`src/hdl/rc4_pkg.sv`:
```
// ----------------------------------------------------------------------------
// RC4 cipher package
// Shared constants, controller states and the command and status groups
// that pass between the controller and the datapath.
// ----------------------------------------------------------------------------
package rc4_pkg;

    localparam int          PERM_DEPTH   = 256;
    localparam int          PERM_AW      = 8;
    localparam int          KEY_BYTES_DEF = 4;
    localparam logic [31:0] KEY_RESET    = 32'h656B_6963;

    typedef enum logic [3:0] {
        ST_IDLE,
        ST_INIT,
        ST_KS_RD_A,
        ST_KS_RD_B,
        ST_KS_WR_A,
        ST_KS_WR_B,
        ST_G_INC,
        ST_G_RD_I,
        ST_G_RD_J,
        ST_G_WR_I,
        ST_G_WR_J,
        ST_G_RD_K,
        ST_G_OUT
    } rc4_state_t;

    typedef enum logic [2:0] {
        ADDR_A,
        ADDR_B_NEW,
        ADDR_B,
        ADDR_I,
        ADDR_J_NEW,
        ADDR_J,
        ADDR_K
    } rc4_addr_sel_t;

    typedef enum logic [1:0] {
        WD_COUNT,
        WD_RDATA,
        WD_HOLD_X
    } rc4_wd_sel_t;

    typedef struct packed {
        logic          mem_we;
        rc4_addr_sel_t addr_sel;
        rc4_wd_sel_t   wd_sel;
        logic          sched_clr;
        logic          a_inc;
        logic          b_load;
        logic          kidx_inc;
        logic          i_inc;
        logic          j_load;
        logic          x_load;
        logic          y_load;
        logic          data_load;
        logic          out_load;
    } rc4_cmd_t;

    typedef struct packed {
        logic a_last;
        logic out_free;
    } rc4_status_t;

endpackage

```
`src/hdl/rc4_stream_cipher_top.sv`:
```
// ----------------------------------------------------------------------------
// RC4 stream cipher top level
// XORs each data byte with one RC4 keystream byte; reruns the key schedule
// on the first byte after reset and on every start of message.
//
//   channel  direction  ports                        contents
//   s_       in         s_tvalid/s_tready/s_tdata    tdata[7:0] data_byte
//                       s_tuser                      tuser[0] start_of_message
//   m_       out        m_tvalid/m_tready/m_tdata    tdata[7:0] cipher_byte
//   cfg_     in         cfg_valid/cfg_ready/cfg_data key_bytes, byte n at [8n+7:8n]
//
// Each byte runs an index step, five accesses to the one single-port
// permutation memory (each swap read-then-write) and the output load; a new
// byte is taken only after the last one is loaded.
// A byte that triggers the key schedule first fills the table with 256
// writes, then makes 4 memory accesses for each of the 256 schedule steps.
// After reset the permutation table is unwritten; the first byte always
// schedules. aresetn is synchronous, active low.
// A result waiting in the output register stalls only the final step of the
// next byte; input is taken again as soon as that result is loaded.
// ----------------------------------------------------------------------------
module rc4_stream_cipher_top #(
    parameter int KEY_BYTES = rc4_pkg::KEY_BYTES_DEF
) (
    input  logic        aclk,
    input  logic        aresetn,
    input  logic        s_tvalid,
    output logic        s_tready,
    input  logic [7:0]  s_tdata,   // [7:0] data_byte
    input  logic        s_tuser,   // [0] start_of_message
    output logic        m_tvalid,
    input  logic        m_tready,
    output logic [7:0]  m_tdata,   // [7:0] cipher_byte
    input  logic        cfg_valid,
    output logic        cfg_ready,
    input  logic [31:0] cfg_data
);
    import rc4_pkg::*;

    rc4_cmd_t    cmd;
    rc4_status_t status;

    rc4_ctrl u_ctrl (
        .aclk     (aclk),
        .aresetn  (aresetn),
        .s_tvalid (s_tvalid),
        .s_tready (s_tready),
        .s_tuser  (s_tuser),
        .status   (status),
        .cmd      (cmd)
    );

    rc4_dpath #(
        .KEY_BYTES (KEY_BYTES)
    ) u_dpath (
        .aclk      (aclk),
        .aresetn   (aresetn),
        .cmd       (cmd),
        .status    (status),
        .s_tdata   (s_tdata),
        .m_tvalid  (m_tvalid),
        .m_tready  (m_tready),
        .m_tdata   (m_tdata),
        .cfg_valid (cfg_valid),
        .cfg_ready (cfg_ready),
        .cfg_data  (cfg_data)
    );

endmodule

```
`src/hdl/rc4_ctrl.sv`:
```
// ----------------------------------------------------------------------------
// RC4 controller
// Sequences the table fill, the key schedule and the keystream step over
// the single-port permutation memory in the datapath.
// ----------------------------------------------------------------------------
module rc4_ctrl (
    input  logic                aclk,
    input  logic                aresetn,
    input  logic                s_tvalid,
    output logic                s_tready,
    input  logic                s_tuser,
    input  rc4_pkg::rc4_status_t status,
    output rc4_pkg::rc4_cmd_t   cmd
);
    import rc4_pkg::*;

    rc4_state_t state_reg, state_next;
    logic       sched_valid_reg, sched_valid_next;
    logic       accept;

    assign accept = s_tvalid && s_tready;

    always_ff @(posedge aclk) begin
        if (!aresetn) begin
            state_reg       <= ST_IDLE;
            sched_valid_reg <= 1'b0;
        end else begin
            state_reg       <= state_next;
            sched_valid_reg <= sched_valid_next;
        end
    end

    // next state
    always_comb begin
        state_next       = state_reg;
        sched_valid_next = sched_valid_reg;
        case (state_reg)
            ST_IDLE: begin
                if (accept) begin
                    if (s_tuser || !sched_valid_reg) begin
                        state_next = ST_INIT;
                    end else begin
                        state_next = ST_G_INC;
                    end
                end
            end
            ST_INIT: begin
                if (status.a_last) begin
                    state_next = ST_KS_RD_A;
                end
            end
            ST_KS_RD_A: state_next = ST_KS_RD_B;
            ST_KS_RD_B: state_next = ST_KS_WR_A;
            ST_KS_WR_A: state_next = ST_KS_WR_B;
            ST_KS_WR_B: begin
                if (status.a_last) begin
                    state_next       = ST_G_INC;
                    sched_valid_next = 1'b1;
                end else begin
                    state_next = ST_KS_RD_A;
                end
            end
            ST_G_INC:  state_next = ST_G_RD_I;
            ST_G_RD_I: state_next = ST_G_RD_J;
            ST_G_RD_J: state_next = ST_G_WR_I;
            ST_G_WR_I: state_next = ST_G_WR_J;
            ST_G_WR_J: state_next = ST_G_RD_K;
            ST_G_RD_K: state_next = ST_G_OUT;
            ST_G_OUT: begin
                if (status.out_free) begin
                    state_next = ST_IDLE;
                end
            end
            default: state_next = ST_IDLE;
        endcase
    end

    // outputs
    always_comb begin
        cmd      = '0;
        s_tready = 1'b0;
        case (state_reg)
            ST_IDLE: begin
                // ready is always high here, so valid alone marks the transaction
                s_tready      = 1'b1;
                cmd.data_load = s_tvalid;
                cmd.sched_clr = s_tvalid && (s_tuser || !sched_valid_reg);
            end
            ST_INIT: begin
                cmd.mem_we   = 1'b1;
                cmd.addr_sel = ADDR_A;
                cmd.wd_sel   = WD_COUNT;
                cmd.a_inc    = 1'b1;
            end
            ST_KS_RD_A: begin
                cmd.addr_sel = ADDR_A;
            end
            ST_KS_RD_B: begin
                cmd.addr_sel = ADDR_B_NEW;
                cmd.x_load   = 1'b1;
                cmd.b_load   = 1'b1;
            end
            ST_KS_WR_A: begin
                cmd.mem_we   = 1'b1;
                cmd.addr_sel = ADDR_A;
                cmd.wd_sel   = WD_RDATA;
            end
            ST_KS_WR_B: begin
                cmd.mem_we   = 1'b1;
                cmd.addr_sel = ADDR_B;
                cmd.wd_sel   = WD_HOLD_X;
                cmd.a_inc    = 1'b1;
                cmd.kidx_inc = 1'b1;
            end
            ST_G_INC: begin
                cmd.i_inc = 1'b1;
            end
            ST_G_RD_I: begin
                cmd.addr_sel = ADDR_I;
            end
            ST_G_RD_J: begin
                cmd.addr_sel = ADDR_J_NEW;
                cmd.x_load   = 1'b1;
                cmd.j_load   = 1'b1;
            end
            ST_G_WR_I: begin
                cmd.mem_we   = 1'b1;
                cmd.addr_sel = ADDR_I;
                cmd.wd_sel   = WD_RDATA;
                cmd.y_load   = 1'b1;
            end
            ST_G_WR_J: begin
                cmd.mem_we   = 1'b1;
                cmd.addr_sel = ADDR_J;
                cmd.wd_sel   = WD_HOLD_X;
            end
            ST_G_RD_K: begin
                cmd.addr_sel = ADDR_K;
            end
            ST_G_OUT: begin
                // keep the keystream address so the read data holds during a stall
                cmd.addr_sel = ADDR_K;
                cmd.out_load = status.out_free;
            end
            default: begin
                cmd = '0;
            end
        endcase
    end

`ifndef SYNTHESIS
    a_no_write_idle: assert property (@(posedge aclk) disable iff (!aresetn)
        (state_reg == ST_IDLE) |-> !cmd.mem_we)
        else $error("permutation write while idle");

    a_one_at_a_time: assert property (@(posedge aclk) disable iff (!aresetn)
        (s_tvalid && s_tready) |=> !s_tready)
        else $error("second transaction taken while one is in progress");

    a_gen_after_sched: assert property (@(posedge aclk) disable iff (!aresetn)
        (state_reg == ST_G_INC) |-> sched_valid_reg)
        else $error("keystream step without a completed key schedule");

    a_out_free: assert property (@(posedge aclk) disable iff (!aresetn)
        cmd.out_load |-> status.out_free)
        else $error("result loaded over one not yet taken");
`endif

endmodule

```
`src/hdl/rc4_dpath.sv`:
```
// ----------------------------------------------------------------------------
// RC4 datapath
// Permutation memory, indices, key register and the output register.
// ----------------------------------------------------------------------------
module rc4_dpath #(
    parameter int KEY_BYTES = rc4_pkg::KEY_BYTES_DEF
) (
    input  logic                 aclk,
    input  logic                 aresetn,
    input  rc4_pkg::rc4_cmd_t    cmd,
    output rc4_pkg::rc4_status_t status,
    input  logic [7:0]           s_tdata,
    output logic                 m_tvalid,
    input  logic                 m_tready,
    output logic [7:0]           m_tdata,
    input  logic                 cfg_valid,
    output logic                 cfg_ready,
    input  logic [31:0]          cfg_data
);
    import rc4_pkg::*;

    localparam int KEY_LEN = (KEY_BYTES < 1) ? 1 : ((KEY_BYTES > 4) ? 4 : KEY_BYTES);
    localparam logic [1:0] KIDX_LAST = 2'(KEY_LEN - 1);

    logic [7:0]         perm_mem [PERM_DEPTH];
    logic [7:0]         rdata_reg;
    logic [PERM_AW-1:0] mem_addr;
    logic [7:0]         mem_wdata;

    logic [31:0]        key_reg, key_next;
    logic [PERM_AW-1:0] a_reg, a_next;
    logic [7:0]         b_reg, b_next;
    logic [1:0]         kidx_reg, kidx_next;
    logic [7:0]         i_reg, i_next;
    logic [7:0]         j_reg, j_next;
    logic [7:0]         x_reg, y_reg, data_reg;
    logic               m_tvalid_reg, m_tvalid_next;
    logic [7:0]         m_tdata_reg;

    logic [7:0]         key_byte;
    logic [7:0]         b_sum;
    logic [7:0]         j_sum;
    logic [7:0]         k_addr;

    assign key_byte = key_reg[{kidx_reg, 3'b000} +: 8];
    assign b_sum    = b_reg + rdata_reg + key_byte;
    assign j_sum    = j_reg + rdata_reg;
    assign k_addr   = x_reg + y_reg;

    always_comb begin
        case (cmd.addr_sel)
            ADDR_A:     mem_addr = a_reg;
            ADDR_B_NEW: mem_addr = b_sum;
            ADDR_B:     mem_addr = b_reg;
            ADDR_I:     mem_addr = i_reg;
            ADDR_J_NEW: mem_addr = j_sum;
            ADDR_J:     mem_addr = j_reg;
            ADDR_K:     mem_addr = k_addr;
            default:    mem_addr = a_reg;
        endcase
    end

    always_comb begin
        case (cmd.wd_sel)
            WD_COUNT:  mem_wdata = a_reg;
            WD_RDATA:  mem_wdata = rdata_reg;
            WD_HOLD_X: mem_wdata = x_reg;
            default:   mem_wdata = rdata_reg;
        endcase
    end

    always_ff @(posedge aclk) begin
        if (cmd.mem_we) begin
            perm_mem[mem_addr] <= mem_wdata;
        end
        rdata_reg <= perm_mem[mem_addr];
    end

    always_comb begin
        key_next      = cfg_valid ? cfg_data : key_reg;
        a_next        = a_reg;
        b_next        = b_reg;
        kidx_next     = kidx_reg;
        i_next        = i_reg;
        j_next        = j_reg;
        m_tvalid_next = m_tvalid_reg;
        if (cmd.sched_clr) begin
            a_next    = '0;
            b_next    = '0;
            kidx_next = '0;
            i_next    = '0;
            j_next    = '0;
        end else begin
            if (cmd.a_inc) begin
                a_next = a_reg + 1'b1;
            end
            if (cmd.b_load) begin
                b_next = b_sum;
            end
            if (cmd.kidx_inc) begin
                kidx_next = (kidx_reg == KIDX_LAST) ? 2'd0 : kidx_reg + 2'd1;
            end
            if (cmd.i_inc) begin
                i_next = i_reg + 8'd1;
            end
            if (cmd.j_load) begin
                j_next = j_sum;
            end
        end
        if (cmd.out_load) begin
            m_tvalid_next = 1'b1;
        end else if (m_tready) begin
            m_tvalid_next = 1'b0;
        end
    end

    always_ff @(posedge aclk) begin
        if (!aresetn) begin
            key_reg      <= KEY_RESET;
            a_reg        <= '0;
            b_reg        <= '0;
            kidx_reg     <= '0;
            i_reg        <= '0;
            j_reg        <= '0;
            m_tvalid_reg <= 1'b0;
        end else begin
            key_reg      <= key_next;
            a_reg        <= a_next;
            b_reg        <= b_next;
            kidx_reg     <= kidx_next;
            i_reg        <= i_next;
            j_reg        <= j_next;
            m_tvalid_reg <= m_tvalid_next;
        end
    end

    always_ff @(posedge aclk) begin
        if (cmd.x_load) begin
            x_reg <= rdata_reg;
        end
        if (cmd.y_load) begin
            y_reg <= rdata_reg;
        end
        if (cmd.data_load) begin
            data_reg <= s_tdata;
        end
        if (cmd.out_load) begin
            m_tdata_reg <= data_reg ^ rdata_reg;
        end
    end

    assign status.a_last   = (a_reg == PERM_AW'(PERM_DEPTH - 1));
    assign status.out_free = !m_tvalid_reg || m_tready;

    assign m_tvalid  = m_tvalid_reg;
    assign m_tdata   = m_tdata_reg;
    assign cfg_ready = 1'b1;

endmodule
```
`config.mk`:
```
export PLATFORM = sky130hd
export DESIGN_NAME = rc4_stream_cipher_top
export DESIGN_NICKNAME = d
export VERILOG_FILES = /design/src/hdl/rc4_pkg.sv /design/src/hdl/rc4_stream_cipher_top.sv /design/src/hdl/rc4_ctrl.sv /design/src/hdl/rc4_dpath.sv
export SDC_FILE = /design/constraint.sdc
export NUM_CORES = 2
export LEC_CHECK = 0
export BUFFER_PORTS_ARGS = -buffer_cell sky130_fd_sc_hd__buf_2
export CORE_MARGIN = 2
export CORE_UTILIZATION = 35
export CTS_CLUSTER_SIZE = 25
export DETAILED_ROUTE_END_ITERATION = 8
export SLEW_MARGIN = 20
export SYNTH_ARGS = -nofsm -noshare
export SYNTH_HDL_FRONTEND = slang
export SYNTH_SLANG_ARGS = --single-unit
```
`constraint.sdc`:
```
create_clock -name aclk -period 10.1 [get_ports aclk]
set_input_delay 2.02 -clock aclk [delete_from_list [all_inputs] [get_ports aclk]]
set_output_delay 2.02 -clock aclk [all_outputs]
set_load 0.005 [all_outputs]
```
==> results.yml <==
timing:
  layout_setup_ws_ns: 2.30
  hold_viol: 0
  setup_viol: 0
  rsz0062_at_grt: "no"
  finalSetupTns_ns: 0
  whs_ns: 0.465
  tightest_slew_ns: 1.24
  final.setup_skew_ns: 0.0861
  report.final.slew_viol_count: 0
  finalCriticalPeriod_ns: 7.80
  fin_crit_sh: 0.772
  maxSlewHeadroom: 0.154
  fmax_ghz: 0.128
route:
  dr.pass1.iters: 6
  wire_per_inst_um: 30.5
  vias_per_cell: 6.32
  vias: 73222
  final_antenna_net_count: 0
  drc: 0
  wirelength_um: 353000
  drt-initial-drc-count: 11392
clock_network:
  cts_buffer_depth: 3
  cts-root-buf: "clkbuf_16"
  cts_buffers: 224
  cts.clk_slew.worst_paths_ns: 0.06
  htree_levels: 4
  worstSkewPairLatency_ns: 0.92
  holdBufCountCts: 0
  clock-sinks: 2160
  cts_resized: 0
  cts_tree: "done"
  post_cts_buffers: 0
worst_setup_path:
  slowest_stage: "buf_4"
  worstSetupPathType: "reg -> reg"
  cp-start-kind: "flip-flop"
  cp-end-kind: "flip-flop"
  critPathMaxFanout: 52
  crit-reg2reg-launch: "u_dpath.kidx_reg[0]"
  critPathLaunch: "u_dpath.kidx_reg[0]"
  cp_slowest_stage_delay_ns: 0.83
  cp.buffers_inverters: 2
  crit_chain: "mux4_2 -> fa_1 -> ha_1 -> fa_1 -> and3b_1 -> o21ai_0 -> a21oi_1 -> or2_4 -> buf_4 -> buf_4 -> nand2_1 -> or3_1 -> o31ai_1 -> nor3_1 -> o22ai_1 -> or4_1"
  crit_family: "simple AND/OR/NAND/NOR gates"
  cp.arrival_ns: 8.66
  cp.required_ns: 10.96
power_and_ir_drop:
  power.leakage_uw: 0.0342
  power_density_mw_per_mm2: 250
  ir_worst_vdd_mv: 0.259
placement:
  port_buffers: 55
  hpwl_um: 205000
  dp_slack_ns: 2.58
  place_congestion: 0.902
global_route:
  grt_pass1_vias: 70356
  antenna_found_initial: 16
  grt_max_degree: 189
  grt_first_pass_wirelength_um: 509000
  grt_usage: 0.228
  grt-ovfl-total: 0
logic_synthesis:
  synth_cells: 7676
  ys_top_cells_by_area: "edfxtp_1 61%, mux4_2 11%, nand2_1 4.2%"
  ys.flop_type: "edfxtp_1"
  syn_area_mm2: 0.103
  yosysWarnings: 0
  synth_fp_nets: 7755
  synth_most_common_cell: "edfxtp_1"
  syn_area_per_cell_um2: 13.4
  ys_ff_latch: 2160
  synth_top_cell_area_share: 0.606
  synth_cell_types: 101
  synth_common_cells: "2080 x edfxtp_1, 1156 x nand2_1, 828 x a21oi_1, 500 x mux4_2, 368 x nor2_1"
  yosysTopAreaCell: "edfxtp_1"
  synth-edff-count: 2080
  ys_seq_area_frac: 0.622
  async_reset_ff_frac: 0
floorplanning:
  die-area_mm2: 0.299
  die_w_um: 547
  io_pins: 57
  core_mm2: 0.294
  rows: 199
  initial_core_util: 0.351
  die_y_um: 547
hold_path:
  hold_path.startpoint: "u_ctrl.sched_valid_reg"
  worstHoldPathType: "reg -> reg"
final_layout:
  ff_latch_area_mm2: 0.0641
  drive_gt1_frac: 0.151
  syn_to_final_growth_pct: 11.0
  multi_input_area_mm2: 0.0361
  nFillCells: 26950
  largest_reg_flops: 2048
  fin_nets: 7556
run:
  max-cap-violations: 0
status:
  status: "complete, no violations"
==> worst paths after layout <==
| check | cells past startpoint | end | slack [ns] |
|---|---|---|---|
| worst min-delay path | 2 | u_ctrl.sched_valid_reg | 0.47 |
| worst max-delay path | 16 | u_dpath.rdata_reg[0] | 2.30 |
| worst min register to register | 2 | u_ctrl.sched_valid_reg | 0.47 |
| worst max register to register | 16 | u_dpath.rdata_reg[0] | 2.30 |
==> power breakdown <==
part           leakage, µW  internal [µW]  switching [µW]  total [µW]
Clock              0.00350           4590            3630        8220
Combinational       0.0109           2480            6880        9360
Sequential          0.0198          10800             164       11000
==> stage by stage <==
step	instance area [µm²]	power (µW)	utilization	cells
floorplan	103000	16500	-	7676
global placement	107000	20100	0.365	11162
detailed placement	107000	20200	0.365	11169
CTS	114000	28300	0.390	11576
global route	114000	29300	0.390	11578
finish	114000	28600	0.390	11582
==> routing by layer <==
metal	track usage	vias up	wire length, µm
met5	0	-	154
met4	0.100	22	16900
met3	0.0552	817	42600
met2	0.351	5241	160000
met1	0.307	37251	133000
li1	-	29891	-
==> cells in the final DEF (no fill, tap or decap), drive strengths merged, types with 21 or more instances in the layout <==
master,Yosys,routed
dfxtp,80,80
mux4,500,500
o22ai,87,87
edfxtp,2080,2080
a221oi,26,26
a21oi,828,828
a211oi,149,149
nor2,372,372
nor2b,22,22
a2111oi,202,202
o221ai,41,41
nor4,21,21
nand3,342,342
clkbuf,236,279
a22o,50,50
nor3,81,81
o211ai,35,35
nand2,1157,1157
inv,21,27
a31oi,36,36
o21ai,160,160
ha,23,23
mux2i,232,232
and3,85,85
clkinv,0,101
buf,438,246
a22oi,93,93
==> area by class of cell <==
| cell class | instances | share of cell area |
|---|---|---|
| clock inverter | 128 | 0.0114 |
| antenna | 5 | 0.000109 |
| clock buffer | 279 | 0.0514 |
| inverter | 21 | 0.000689 |
| multi-input combinational | 4821 | 0.315 |
| sequential | 2160 | 0.560 |
| tap | 3919 | 0.0429 |
| timing repair buffer | 249 | 0.0181 |
==> worst register-to-register path: stages, from the launching register on <==
cell,delay [ns]
dfxtp_1,0.71
mux4_2,0.60
fa_1,0.47
ha_1,0.24
fa_1,0.58
and3b_1,0.16
o21ai_0,0.13
a21oi_1,0.31
or2_4,0.62
buf_4,0.66
buf_4,0.83
nand2_1,0.72
or3_1,0.63
o31ai_1,0.13
nor3_1,0.15
o22ai_1,0.59
or4_1,0.20
==> cell families after synthesis <==
logic type	after synthesis	synth area share
compound gates	1839	0.115
xor+xnor	33	0.00280
fa+ha+maj	33	0.00473
buf+inv	695	0.0324
flops	2160	0.622
mux	736	0.132
other cells	1	0.0000364
simple gates	2179	0.0915
(Power assumes the default switching activity.)
